File: config.mk
export PLATFORM = sky130hd
export DESIGN_NAME = touch_grid_key_note_tracker_top_flat
export DESIGN_NICKNAME = d
export VERILOG_FILES = /design/src/sv/tgknt_pkg.sv /design/src/sv/tgknt_ifs.sv /design/src/sv/touch_grid_key_note_tracker_top.sv /design/src/sv/tgknt_ctrl.sv /design/src/sv/tgknt_dp.sv /design/src/flat_wrapper.sv
export SDC_FILE = /design/constraint.sdc
export NUM_CORES = 2
export LEC_CHECK = 0
export ABC_CLOCK_PERIOD_IN_PS = 8400
export BUFFER_PORTS_ARGS = -buffer_cell sky130_fd_sc_hd__buf_2
export CELL_PAD_IN_SITES_DETAIL_PLACEMENT = 1
export CELL_PAD_IN_SITES_GLOBAL_PLACEMENT = 2
export CORE_ASPECT_RATIO = 0.8
export CORE_MARGIN = 4
export CORE_UTILIZATION = 35
export DETAILED_ROUTE_END_ITERATION = 8
export GPL_TIMING_DRIVEN = 0
export PLACE_DENSITY_LB_ADDON = 0.25
export SETUP_SLACK_MARGIN = 0.5
export SLEW_MARGIN = 20
export SYNTH_ARGS = -nofsm -noshare
export SYNTH_HDL_FRONTEND = slang
export SYNTH_SLANG_ARGS = --single-unit
File: constraint.sdc
create_clock -name clk -period 8.4 [get_ports clk]
set_clock_uncertainty 0.2 [all_clocks]
set_input_delay 1.68 -clock clk [delete_from_list [all_inputs] [get_ports clk]]
set_output_delay 1.68 -clock clk [all_outputs]
set_load 0.005 [all_outputs]
File: src/sv/tgknt_pkg.sv
// shared constants, types and helper functions of the grid key note tracker
package tgknt_pkg;

    localparam int BLOB_SLOTS = 16;
    localparam int SLOT_W     = $clog2(BLOB_SLOTS);
    localparam int MAX_KEYS   = 256;
    localparam int KEY_W      = $clog2(MAX_KEYS);
    localparam int COORD_W    = 16;
    localparam int SCALE_W    = 24;
    localparam int FRAC_W     = 16;
    localparam int PROD_W     = COORD_W + SCALE_W;
    localparam int CELL_W     = PROD_W - FRAC_W;
    localparam int COUNT_W    = 5;
    localparam int MAX_COUNT  = 16;
    localparam int IDX_W      = 4;
    localparam int SUM_W      = IDX_W + COUNT_W;
    localparam int CFG_IDX_W  = 4;
    localparam int CFG_DATA_W = 24;

    typedef enum logic [CFG_IDX_W-1:0] {
        REG_GRID_LEFT    = 4'd0,
        REG_GRID_RIGHT   = 4'd1,
        REG_GRID_TOP     = 4'd2,
        REG_GRID_BOTTOM  = 4'd3,
        REG_COLUMN_COUNT = 4'd4,
        REG_ROW_COUNT    = 4'd5,
        REG_COLUMN_SCALE = 4'd6,
        REG_ROW_SCALE    = 4'd7
    } cfg_reg_t;

    typedef enum logic [1:0] {
        ST_IDLE,
        ST_MULT,
        ST_KEY,
        ST_SEND
    } state_t;

    typedef struct packed {
        logic take;
        logic capture;
        logic mult;
        logic decide;
        logic push_off;
        logic push_on;
    } dp_cmd_t;

    typedef struct packed {
        logic in_valid;
        logic pend_off;
        logic pend_on;
        logic out_free;
    } dp_stat_t;

    // zero counts as one, anything above the maximum as the maximum
    function automatic logic [COUNT_W-1:0] clamp_count(input logic [COUNT_W-1:0] n);
        logic [COUNT_W-1:0] r;
        if (n == '0)
            r = COUNT_W'(1);
        else if (n > COUNT_W'(MAX_COUNT))
            r = COUNT_W'(MAX_COUNT);
        else
            r = n;
        return r;
    endfunction

    // cell number limited to the last column or row
    function automatic logic [IDX_W-1:0] clamp_cell(input logic [CELL_W-1:0] cell_num,
                                                    input logic [COUNT_W-1:0] cnt);
        logic [COUNT_W-1:0] lim;
        logic [IDX_W-1:0]   r;
        lim = cnt - COUNT_W'(1);
        if (cell_num > CELL_W'(lim))
            r = lim[IDX_W-1:0];
        else
            r = cell_num[IDX_W-1:0];
        return r;
    endfunction

endpackage

File: src/sv/tgknt_ifs.sv
// channel interfaces: blob input, note output and register write
interface tgknt_blob_if;
    logic                            valid;
    logic                            ready;
    logic [tgknt_pkg::SLOT_W-1:0]    blob_slot;
    logic [tgknt_pkg::COORD_W-1:0]   centroid_x;
    logic [tgknt_pkg::COORD_W-1:0]   centroid_y;
    logic                            blob_alive;

    modport source (output valid, blob_slot, centroid_x, centroid_y, blob_alive,
                    input ready);
    modport sink   (input valid, blob_slot, centroid_x, centroid_y, blob_alive,
                    output ready);
endinterface

interface tgknt_note_if;
    logic                          valid;
    logic                          ready;
    logic [tgknt_pkg::KEY_W-1:0]   key_index;
    logic                          note_on;
    logic                          last_of_run;

    modport source (output valid, key_index, note_on, last_of_run, input ready);
    modport sink   (input valid, key_index, note_on, last_of_run, output ready);
endinterface

interface tgknt_cfg_if;
    logic                              valid;
    logic                              ready;
    logic [tgknt_pkg::CFG_IDX_W-1:0]   index;
    logic [tgknt_pkg::CFG_DATA_W-1:0]  data;

    modport source (output valid, index, data, input ready);
    modport sink   (input valid, index, data, output ready);
endinterface

File: src/sv/touch_grid_key_note_tracker_top.sv
// top level of the grid key note tracker: controller plus datapath
// an input word is taken in the idle cycle, products are registered in the next,
// the key and note decision in the one after, and the send state then pushes the
// old key's note-off and the new key's note-on into the output register, waiting
// while it is full; the next word is taken only back in the idle state
// reset clears the controller, the registers to their defaults and all held keys
module touch_grid_key_note_tracker_top (
    input  logic         clk,
    input  logic         rst_n,
    tgknt_blob_if.sink   blob,
    tgknt_note_if.source note,
    tgknt_cfg_if.sink    cfg
);
    import tgknt_pkg::*;

    // commands from the controller, status back from the datapath
    dp_cmd_t  cmd;
    dp_stat_t stat;

    // state machine: idle, multiply, decide, send no, one or two words
    tgknt_ctrl u_ctrl (
        .clk   (clk),
        .rst_n (rst_n),
        .stat  (stat),
        .cmd   (cmd)
    );

    // config registers, multipliers, held-key store and output register
    tgknt_dp u_dp (
        .clk   (clk),
        .rst_n (rst_n),
        .cmd   (cmd),
        .stat  (stat),
        .blob  (blob),
        .note  (note),
        .cfg   (cfg)
    );

endmodule

File: src/sv/tgknt_ctrl.sv
// sequencing state machine of the grid key note tracker
module tgknt_ctrl (
    input  logic                clk,
    input  logic                rst_n,
    input  tgknt_pkg::dp_stat_t stat,
    output tgknt_pkg::dp_cmd_t  cmd
);
    import tgknt_pkg::*;

    state_t state_reg;
    state_t state_next;

    always_ff @(posedge clk or negedge rst_n)
    begin
        if (!rst_n)
            state_reg <= ST_IDLE;
        else
            state_reg <= state_next;
    end

    always_comb
    begin
        cmd        = '0;
        state_next = state_reg;
        unique case (state_reg)
            ST_IDLE:
            begin
                cmd.take = 1'b1;
                if (stat.in_valid)
                begin
                    cmd.capture = 1'b1;
                    state_next  = ST_MULT;
                end
            end
            ST_MULT:
            begin
                cmd.mult   = 1'b1;
                state_next = ST_KEY;
            end
            ST_KEY:
            begin
                cmd.decide = 1'b1;
                state_next = ST_SEND;
            end
            ST_SEND:
            begin
                // note-off of the old key goes out before the note-on
                priority if (stat.pend_off)
                begin
                    if (stat.out_free)
                    begin
                        cmd.push_off = 1'b1;
                        if (!stat.pend_on)
                            state_next = ST_IDLE;
                    end
                end
                else if (stat.pend_on)
                begin
                    if (stat.out_free)
                    begin
                        cmd.push_on = 1'b1;
                        state_next  = ST_IDLE;
                    end
                end
                else
                begin
                    state_next = ST_IDLE;
                end
            end
            default:
            begin
                state_next = ST_IDLE;
            end
        endcase
    end

endmodule

File: src/sv/tgknt_dp.sv
// datapath: registers, key mapping, held-key store and output register
module tgknt_dp (
    input  logic                clk,
    input  logic                rst_n,
    input  tgknt_pkg::dp_cmd_t  cmd,
    output tgknt_pkg::dp_stat_t stat,
    tgknt_blob_if.sink          blob,
    tgknt_note_if.source        note,
    tgknt_cfg_if.sink           cfg
);
    import tgknt_pkg::*;

    // configuration
    logic [COORD_W-1:0] grid_left_reg, grid_right_reg, grid_top_reg, grid_bottom_reg;
    logic [COUNT_W-1:0] column_count_reg, row_count_reg;
    logic [SCALE_W-1:0] column_scale_reg, row_scale_reg;

    // captured word
    logic [SLOT_W-1:0]  slot_reg;
    logic [COORD_W-1:0] x_reg, y_reg;
    logic               alive_reg;

    // products and grid test
    logic [PROD_W-1:0]  prod_x_reg, prod_y_reg;
    logic [PROD_W-1:0]  prod_x_next, prod_y_next;
    logic               inside_reg, inside_next;

    // decision
    logic [KEY_W-1:0]   old_key_reg, new_key_reg, new_key_next;
    logic               pend_off_reg, pend_on_reg;
    logic               pend_off_next, pend_on_next;

    // held-key store
    logic [KEY_W-1:0]   held_key_reg [BLOB_SLOTS];
    logic [BLOB_SLOTS-1:0] held_valid_reg;

    // output register
    logic               out_valid_reg;
    logic [KEY_W-1:0]   out_key_reg;
    logic               out_on_reg, out_last_reg;

    logic [COUNT_W-1:0] cols, rows;
    logic [IDX_W-1:0]   col, row;
    logic [SUM_W-1:0]   key_sum;
    logic               hv;
    logic [KEY_W-1:0]   hk;
    logic               hold_write;

    assign cfg.ready = 1'b1;

    always_ff @(posedge clk or negedge rst_n)
    begin
        if (!rst_n)
        begin
            grid_left_reg    <= '0;
            grid_right_reg   <= '1;
            grid_top_reg     <= '0;
            grid_bottom_reg  <= '1;
            column_count_reg <= COUNT_W'(1);
            row_count_reg    <= COUNT_W'(1);
            column_scale_reg <= SCALE_W'(256);
            row_scale_reg    <= SCALE_W'(256);
        end
        else if (cfg.valid)
        begin
            case (cfg.index)
                REG_GRID_LEFT:    grid_left_reg    <= cfg.data[COORD_W-1:0];
                REG_GRID_RIGHT:   grid_right_reg   <= cfg.data[COORD_W-1:0];
                REG_GRID_TOP:     grid_top_reg     <= cfg.data[COORD_W-1:0];
                REG_GRID_BOTTOM:  grid_bottom_reg  <= cfg.data[COORD_W-1:0];
                REG_COLUMN_COUNT: column_count_reg <= cfg.data[COUNT_W-1:0];
                REG_ROW_COUNT:    row_count_reg    <= cfg.data[COUNT_W-1:0];
                REG_COLUMN_SCALE: column_scale_reg <= cfg.data[SCALE_W-1:0];
                REG_ROW_SCALE:    row_scale_reg    <= cfg.data[SCALE_W-1:0];
                default:          ;
            endcase
        end
    end

    assign blob.ready = cmd.take;

    always_ff @(posedge clk)
    begin
        if (cmd.capture)
        begin
            slot_reg  <= blob.blob_slot;
            x_reg     <= blob.centroid_x;
            y_reg     <= blob.centroid_y;
            alive_reg <= blob.blob_alive;
        end
    end

    // offset times scale, one 16x24 multiplier per axis
    always_comb
    begin
        inside_next = (x_reg > grid_left_reg) && (x_reg < grid_right_reg) &&
                      (y_reg > grid_top_reg) && (y_reg < grid_bottom_reg);
        prod_x_next = PROD_W'(x_reg - grid_left_reg) * PROD_W'(column_scale_reg);
        prod_y_next = PROD_W'(y_reg - grid_top_reg) * PROD_W'(row_scale_reg);
    end

    always_ff @(posedge clk)
    begin
        if (cmd.mult)
        begin
            inside_reg <= inside_next;
            prod_x_reg <= prod_x_next;
            prod_y_reg <= prod_y_next;
        end
    end

    // key from clamped cells, then the note decision against the held key
    always_comb
    begin
        cols    = clamp_count(column_count_reg);
        rows    = clamp_count(row_count_reg);
        col     = clamp_cell(prod_x_reg[PROD_W-1:FRAC_W], cols);
        row     = clamp_cell(prod_y_reg[PROD_W-1:FRAC_W], rows);
        key_sum = SUM_W'(row) * SUM_W'(cols) + SUM_W'(col);
        if (key_sum > SUM_W'(MAX_KEYS - 1))
            new_key_next = KEY_W'(MAX_KEYS - 1);
        else
            new_key_next = key_sum[KEY_W-1:0];

        hv            = held_valid_reg[slot_reg];
        hk            = held_key_reg[slot_reg];
        pend_off_next = 1'b0;
        pend_on_next  = 1'b0;
        hold_write    = 1'b0;
        if (inside_reg)
        begin
            if (alive_reg)
            begin
                if (!(hv && (hk == new_key_next)))
                begin
                    pend_off_next = hv;
                    pend_on_next  = 1'b1;
                    hold_write    = 1'b1;
                end
            end
            else
            begin
                pend_off_next = hv;
            end
        end
    end

    always_ff @(posedge clk)
    begin
        if (cmd.decide)
        begin
            old_key_reg <= hk;
            new_key_reg <= new_key_next;
            if (hold_write)
                held_key_reg[slot_reg] <= new_key_next;
        end
    end

    always_ff @(posedge clk or negedge rst_n)
    begin
        if (!rst_n)
        begin
            held_valid_reg <= '0;
            pend_off_reg   <= 1'b0;
            pend_on_reg    <= 1'b0;
        end
        else if (cmd.decide)
        begin
            pend_off_reg <= pend_off_next;
            pend_on_reg  <= pend_on_next;
            if (inside_reg)
                held_valid_reg[slot_reg] <= alive_reg ? (hv || hold_write) : 1'b0;
        end
        else
        begin
            if (cmd.push_off)
                pend_off_reg <= 1'b0;
            if (cmd.push_on)
                pend_on_reg <= 1'b0;
        end
    end

    assign stat.in_valid = blob.valid;
    assign stat.pend_off = pend_off_reg;
    assign stat.pend_on  = pend_on_reg;
    assign stat.out_free = !out_valid_reg || note.ready;

    always_ff @(posedge clk or negedge rst_n)
    begin
        if (!rst_n)
            out_valid_reg <= 1'b0;
        else if (cmd.push_off || cmd.push_on)
            out_valid_reg <= 1'b1;
        else if (note.ready)
            out_valid_reg <= 1'b0;
    end

    always_ff @(posedge clk)
    begin
        if (cmd.push_off)
        begin
            out_key_reg  <= old_key_reg;
            out_on_reg   <= 1'b0;
            out_last_reg <= !pend_on_reg;
        end
        else if (cmd.push_on)
        begin
            out_key_reg  <= new_key_reg;
            out_on_reg   <= 1'b1;
            out_last_reg <= 1'b1;
        end
    end

    assign note.valid       = out_valid_reg;
    assign note.key_index   = out_key_reg;
    assign note.note_on     = out_on_reg;
    assign note.last_of_run = out_last_reg;

    a_on_is_last: assert property (@(posedge clk) disable iff (!rst_n)
        out_valid_reg && out_on_reg |-> out_last_reg)
        else $error("note-on word not marked last");

    a_push_needs_room: assert property (@(posedge clk) disable iff (!rst_n)
        (cmd.push_off || cmd.push_on) |-> stat.out_free)
        else $error("result pushed over a waiting word");

    a_on_matches_held: assert property (@(posedge clk) disable iff (!rst_n)
        cmd.push_on |-> held_valid_reg[slot_reg] && (held_key_reg[slot_reg] == new_key_reg))
        else $error("note-on key differs from held key");

    a_outside_silent: assert property (@(posedge clk) disable iff (!rst_n)
        cmd.decide && !inside_reg |=> !pend_off_reg && !pend_on_reg)
        else $error("blob outside grid produced a result");

endmodule

File: src/flat_wrapper.sv
// flat-port wrapper written by rule: the top's interface ports become plain ports
module touch_grid_key_note_tracker_top_flat import tgknt_pkg::*;
  (clk, rst_n, blob_valid, blob_blob_slot, blob_centroid_x, blob_centroid_y, blob_blob_alive, blob_ready, note_valid, note_key_index, note_note_on, note_last_of_run, note_ready, cfg_valid, cfg_index, cfg_data, cfg_ready);
  tgknt_blob_if blob_i ();
  tgknt_note_if note_i ();
  tgknt_cfg_if cfg_i ();
  input  logic clk;
  input  logic rst_n;
  input wire logic [$bits(blob_i.valid)-1:0] blob_valid;
  input wire logic [$bits(blob_i.blob_slot)-1:0] blob_blob_slot;
  input wire logic [$bits(blob_i.centroid_x)-1:0] blob_centroid_x;
  input wire logic [$bits(blob_i.centroid_y)-1:0] blob_centroid_y;
  input wire logic [$bits(blob_i.blob_alive)-1:0] blob_blob_alive;
  output wire logic [$bits(blob_i.ready)-1:0] blob_ready;
  output wire logic [$bits(note_i.valid)-1:0] note_valid;
  output wire logic [$bits(note_i.key_index)-1:0] note_key_index;
  output wire logic [$bits(note_i.note_on)-1:0] note_note_on;
  output wire logic [$bits(note_i.last_of_run)-1:0] note_last_of_run;
  input wire logic [$bits(note_i.ready)-1:0] note_ready;
  input wire logic [$bits(cfg_i.valid)-1:0] cfg_valid;
  input wire logic [$bits(cfg_i.index)-1:0] cfg_index;
  input wire logic [$bits(cfg_i.data)-1:0] cfg_data;
  output wire logic [$bits(cfg_i.ready)-1:0] cfg_ready;
  assign blob_i.valid = blob_valid;
  assign blob_i.blob_slot = blob_blob_slot;
  assign blob_i.centroid_x = blob_centroid_x;
  assign blob_i.centroid_y = blob_centroid_y;
  assign blob_i.blob_alive = blob_blob_alive;
  assign blob_ready = blob_i.ready;
  assign note_valid = note_i.valid;
  assign note_key_index = note_i.key_index;
  assign note_note_on = note_i.note_on;
  assign note_last_of_run = note_i.last_of_run;
  assign note_i.ready = note_ready;
  assign cfg_i.valid = cfg_valid;
  assign cfg_i.index = cfg_index;
  assign cfg_i.data = cfg_data;
  assign cfg_ready = cfg_i.ready;
  touch_grid_key_note_tracker_top u_core (.clk(clk), .rst_n(rst_n), .blob(blob_i), .note(note_i), .cfg(cfg_i));
endmodule
**Yosys cells after proc, flatten, opt, wreduce, memory -nomap -nowiden**

Memories as Yosys holds them, arrays and structs flattened. A register that Yosys moved wholly into a read port is not among the register bits.
Index checks and enable logic that the tools add are counted.

- Muxes and demuxes: 49
- Reduce and logical (&&, ||, !) cells: 28
- Multipliers: 3
- Eq/ne operators: 15
- Add/sub/neg operators: 5
- Order comparisons: 11

Operators with widths:

| kind | number |
|---|---|
| $mul A17 B25 Y40 | 2 |
| $gt A24 B5 Y1 | 2 |
| $sub A16 B16 Y17 | 2 |
| $gt A16 B16 Y1 | 2 |
| $lt A16 B16 Y1 | 2 |
| $mux W1 | 27 |
| $mux W8 | 3 |
| $mux W5 | 4 |
| $reduce_and A2 Y1 | 9 |
| $bwmux W16 | 1 |
| $eq A4 B3 Y1 const B | 4 |
| $mux W2 | 8 |
| $mux W4 | 3 |
| $gt A5 B5 Y1 const B | 2 |
| $logic_not A5 Y1 | 2 |
| $sub A5 B1 Y5 const B | 2 |
| $add A9 B4 Y9 | 1 |
| $gt A9 B8 Y1 const B | 1 |
| $mul A4 B5 Y9 | 1 |
| $eq A4 B2 Y1 const B | 2 |
| $eq A8 B8 Y1 | 1 |
| $pmux W2 S4 | 1 |
| $reduce_bool A2 Y1 | 4 |
| $ne A3 B2 Y1 const B | 2 |
| 15 further kinds | 23 |

- Input bits: 70
- Register bits: 287
- RAM bits: 128
- Memories kept: 1

Memory list:

| name | words | width | rd ports | clocked after memory_dff | write ports | line | RTL |
|---|---|---|---|---|---|---|---|
| u_core.u_dp.held_key_reg | 16 | 8 | 1 | 1 | 1 | tgknt_dp.sv:34 | `logic [KEY_W-1:0] held_key_reg [BLOB_SLOTS];` |

**Logic depth before layout (Yosys ltp)**

- Word-level depth: 18
- Mapped depth: 33
- Gate-level depth less buffers: 32

**Cells and area by module**

A second synthesis with hierarchy kept.

- Cell total of the unflattened synthesis: 4500
- Area total of the unflattened synthesis: 45713.8 µm²

Modules (own cells, without submodules):

| module | sequential area each (µm²) | times used | area an instance (µm²) | cells each |
|---|---|---|---|---|
| tgknt_dp | 10850.4 | 1 | 45517.4 | 4480 |
| tgknt_ctrl | 50.0 | 1 | 196.4 | 20 |

**Worst setup path after synthesis**

Ideal clock, no wire load.

- Kind: reg-to-reg
- Start point: register u_core.u_dp.x_reg[0]
- End point: register u_core.u_dp.prod_x_reg[33], data pin
- Cell stages (with the launch flop): 31
- Required time: 7.941 ns
- Period minus slack after synthesis: 8.084 ns
- Arrival time: 7.625 ns
- Slack: 0.316 ns
- Cell sequence: edfxtp_1 -> inv_1 -> ha_1 -> inv_1 -> fa_1 -> a21o_1 -> a21oi_1 -> a311oi_1 -> a211o_1 -> a21oi_1 -> o21bai_1 -> xor2_1 -> clkbuf_1 -> nand2_1 -> fa_1 -> fa_1 -> fa_1 -> fa_1 -> fa_1 -> inv_1 -> fa_1 -> ha_1 -> nand2_1 -> o21ai_0 -> a2111oi_0 -> a211oi_1 -> o21ai_0 -> and2_1 -> o21ai_0 -> a31oi_1 -> xnor2_1

- Longest elaborated chain between the ends: 2

Ends and longest elaborated chain:

| element | line | RTL |
|---|---|---|
| start, declared | tgknt_dp.sv:20 | `logic [COORD_W-1:0] x_reg, y_reg;` |
| start signal, assigned | tgknt_dp.sv:87 | `x_reg <= blob.centroid_x;` |
| $sub A16 B16 Y17 | tgknt_dp.sv:98 | `prod_x_next = PROD_W'(x_reg - grid_left_reg) * PROD_W'(column_scale_reg);` |
| $mul A17 B25 Y40 | tgknt_dp.sv:98 |  |
| net u_core.u_dp.prod_x_next[33] | tgknt_dp.sv:25 | `logic [PROD_W-1:0] prod_x_next, prod_y_next;` |
| end signal, assigned | tgknt_dp.sv:107 | `prod_x_reg <= prod_x_next;` |
| end, declared | tgknt_dp.sv:24 | `logic [PROD_W-1:0] prod_x_reg, prod_y_reg;` |

The timed path passes the listed nets, and every way through them passes these cells.
A chain may end at the register's enable or synchronous reset.

**Final worst setup path**

- Start point: register u_core.u_dp.x_reg[0]
- End point: register u_core.u_dp.prod_x_reg[39], data pin

Same word-level chain as after synthesis.

==> out/summary.txt <==
dominant cell by count in the synthesized netlist -> inv_1
vias -> 30.3k
Synth top area share -> 30.8%
Final Cycle Share -> 102%
post-synthesis sequential area ratio -> 25.2%
worst hold slack -> 0.277 ns
Worst-Skew Late Latency -> 0.63 ns
antenna violations before repair -> 12
max FFs per register -> 128
worst r2r dst -> u_core.u_dp.prod_x_reg[39]
slowest cell on the critical path -> fa_2
crit path max fanout -> 4
layout cell share with drive strength beyond 1 -> 19.9%
first-pass GRT wire length -> 214,000 um
port bufs -> 81
Worst Hold Depth -> 2
RSZ-0062 raised after global routing -> true
CP Class -> reg -> reg
fin. max-slew vios -> 0
depth of the worst register-to-register path -> 32
row count -> 115
Final WS setup -> -0.144 ns
Peak Freq -> 117 MHz
drt total wl -> 141,000 um
worst hold start -> u_core.u_dp.note.note_on
Initial Util -> 35.2%
CTS buffer count -> 47
Cells after Synth -> 4,077
Synth Flop Type -> edfxtp_1
full die area -> 129,000 um^2
status -> finished with violations
minimum clock period after layout -> 8.54 ns
register area -> 10,900 um^2
DR pass1 iterations -> 5
Worst setup EP type -> register
Final ANT Viol Nets -> 0
Post-synth EDFFs -> 239
gpl congestion -> 0.858
Final Hold Viols -> 0
die width -> 401 um
Ys Warns -> 0
crit path from -> u_core.u_dp.x_reg[0]
largest net degree at the start of global routing -> 89
worst r2r src -> u_core.u_dp.x_reg[0]
IO Count -> 83
Layout area overhead -> 18.5%
flop2flop setup slack -> -0.14 ns
Syn Area/Cell -> 10.6 um^2
setup violators final -> 6
Post-Layout Cell Count -> 6,049
Total GRT Usage -> 21.9%
top cells by count, synth -> inv_1, fa_1, nand2_1, ha_1, and2_1
dpl hpwl -> 109,000 um
setup TNS -> -0.403 ns
Arrival @ worst endpoint -> 8.66 ns
Worst-Margin Slew -> 0.941 ns
Hold Path Class -> reg -> reg
1st-iter DRT viols -> 1,640
Die Y -> 323 um
area of the multi-input gates -> 30,900 um^2
clk slew on worst S/H paths -> 0.06 ns
Rel. slew slack -> 37.3%
Longest Clk Path Bufs -> 3
Min-Delay Endpoint -> u_core.u_dp.note.note_on
global route total overflow -> 0
Num Clock Sinks -> 387
#FFs+latches synth -> 387
fill count -> 13.5k
Mapped Area -> 43,300 um^2
H-tree levels -> 2
Synth cell types -> 83
Post-CTS Hold Buffers -> 0
violated checks -> setup timing
final net count -> 5,454
Crit path top cell by count -> fa_1
Post-synth ARST share -> 37.0%
Worst EP required -> 8.51 ns
drt wl/cell -> 23.2 um
Post-Place Cells -> 5,804
Worst setup SP type -> register
crit-path max cell delay -> 0.59 ns
area leader, netlist -> fa_1
TritonCTS clock tree -> built
number of global-route vias before repair -> 33.6k
Final Util -> 41.8%
drt via density -> 5.02
residual DRC count -> 0
Synth area leaders -> fa_1, edfxtp_1, ha_1, inv_1, dfrtp_1
Max-Cap Viols -> 0
core area -> 123,000 um^2
Root Driver -> clkbuf_16
area by class of cell:
type                       count  share of cell area, %
antenna                        3                 0.0146
buffer                       151                   1.88
sequential                   387                   21.2
inverter                     777                   5.68
clock buffer                  56                   2.42
multi-input combinational   2763                   60.2
tap                         1638                   3.99
timing repair buffer         242                   3.85
clock inverter                32                  0.702
layout by cell type, fill, tap and decap left out, types with 54 or more instances in the layout:
cell / n
fa_1: 638
buf_2: 91
edfxtp_1: 239
o21ai_0: 54
nor2_1: 68
nand2_1: 500
nor2b_1: 70
dfrtp_1: 107
inv_1: 757
mux2_2: 125
and2_1: 279
clkbuf_1: 91
ha_1: 311
buf_4: 107
logic make-up (layout without fill, tap and decap cells):
kind of cell | Yosys count | in the layout | synth area share (%)
xor gates and xnor gates | 82 | 82 | 1.66
DFF | 387 | 387 | 25.2
muxes | 175 | 175 | 5.76
adders and majority gates | 1016 | 1016 | 40.9
AOI/OAI and AO/OA | 331 | 331 | 5.05
buffers and inverters | 928 | 1258 | 8.14
and+or+nand+nor | 1157 | 1157 | 13.3
other | 1 | 5 | 0.00866
worst max path at each step:
stage                                 endpoint  slack, ns  depth (start not counted)
floorplan           u_core.u_dp.prod_x_reg[33]       0.50                         33
global placement    u_core.u_dp.prod_x_reg[39]      -2.16                         32
detailed placement  u_core.u_dp.prod_x_reg[39]      -2.27                         32
CTS                 u_core.u_dp.prod_x_reg[39]      -0.14                         34
global route        u_core.u_dp.prod_x_reg[39]      -0.33                         32
finish              u_core.u_dp.prod_x_reg[39]      -0.14                         32
what timing repair did:
item,4_1_cts,5_1_grt
endpoints found under the setup margin,176,173
pin swaps,128,96
hold endpoints to repair,0,0
buffers inserted,108,45
cloned,1,0
gates resized for setup,402,149
per-stage QoR:
step                setup slack, ns  instance area [um^2]
floorplan                     0.498                 43300
global placement              -2.16                 45800
finish                       -0.144                 51300
CTS                          -0.139                 50300
detailed placement            -2.27                 45900
global route                 -0.333                 51300
worst max-delay path, delay by kind of cell (launching register included):
family,cells,cell delay [ns]
and+or+nand+nor,4,0.78
adders and majority gates,9,3.77
buffers and inverters,7,0.73
AOI/OAI and AO/OA,11,2.19
DFF,1,0.38
xor gates and xnor gates,1,0.20
metal layers:
metal / wire length (um) / track usage [%] / up-vias
met5: 0 / 0 / -
met4: 2500 / 4.03 / 0
met3: 8140 / 3.89 / 122
met2: 62100 / 34.1 / 673
met1: 67800 / 32.5 / 16000
li1: - / - / 13500
Power is not shown: default switching activity piles up to over one toggle a cycle in this logic, so the estimate is an artifact.
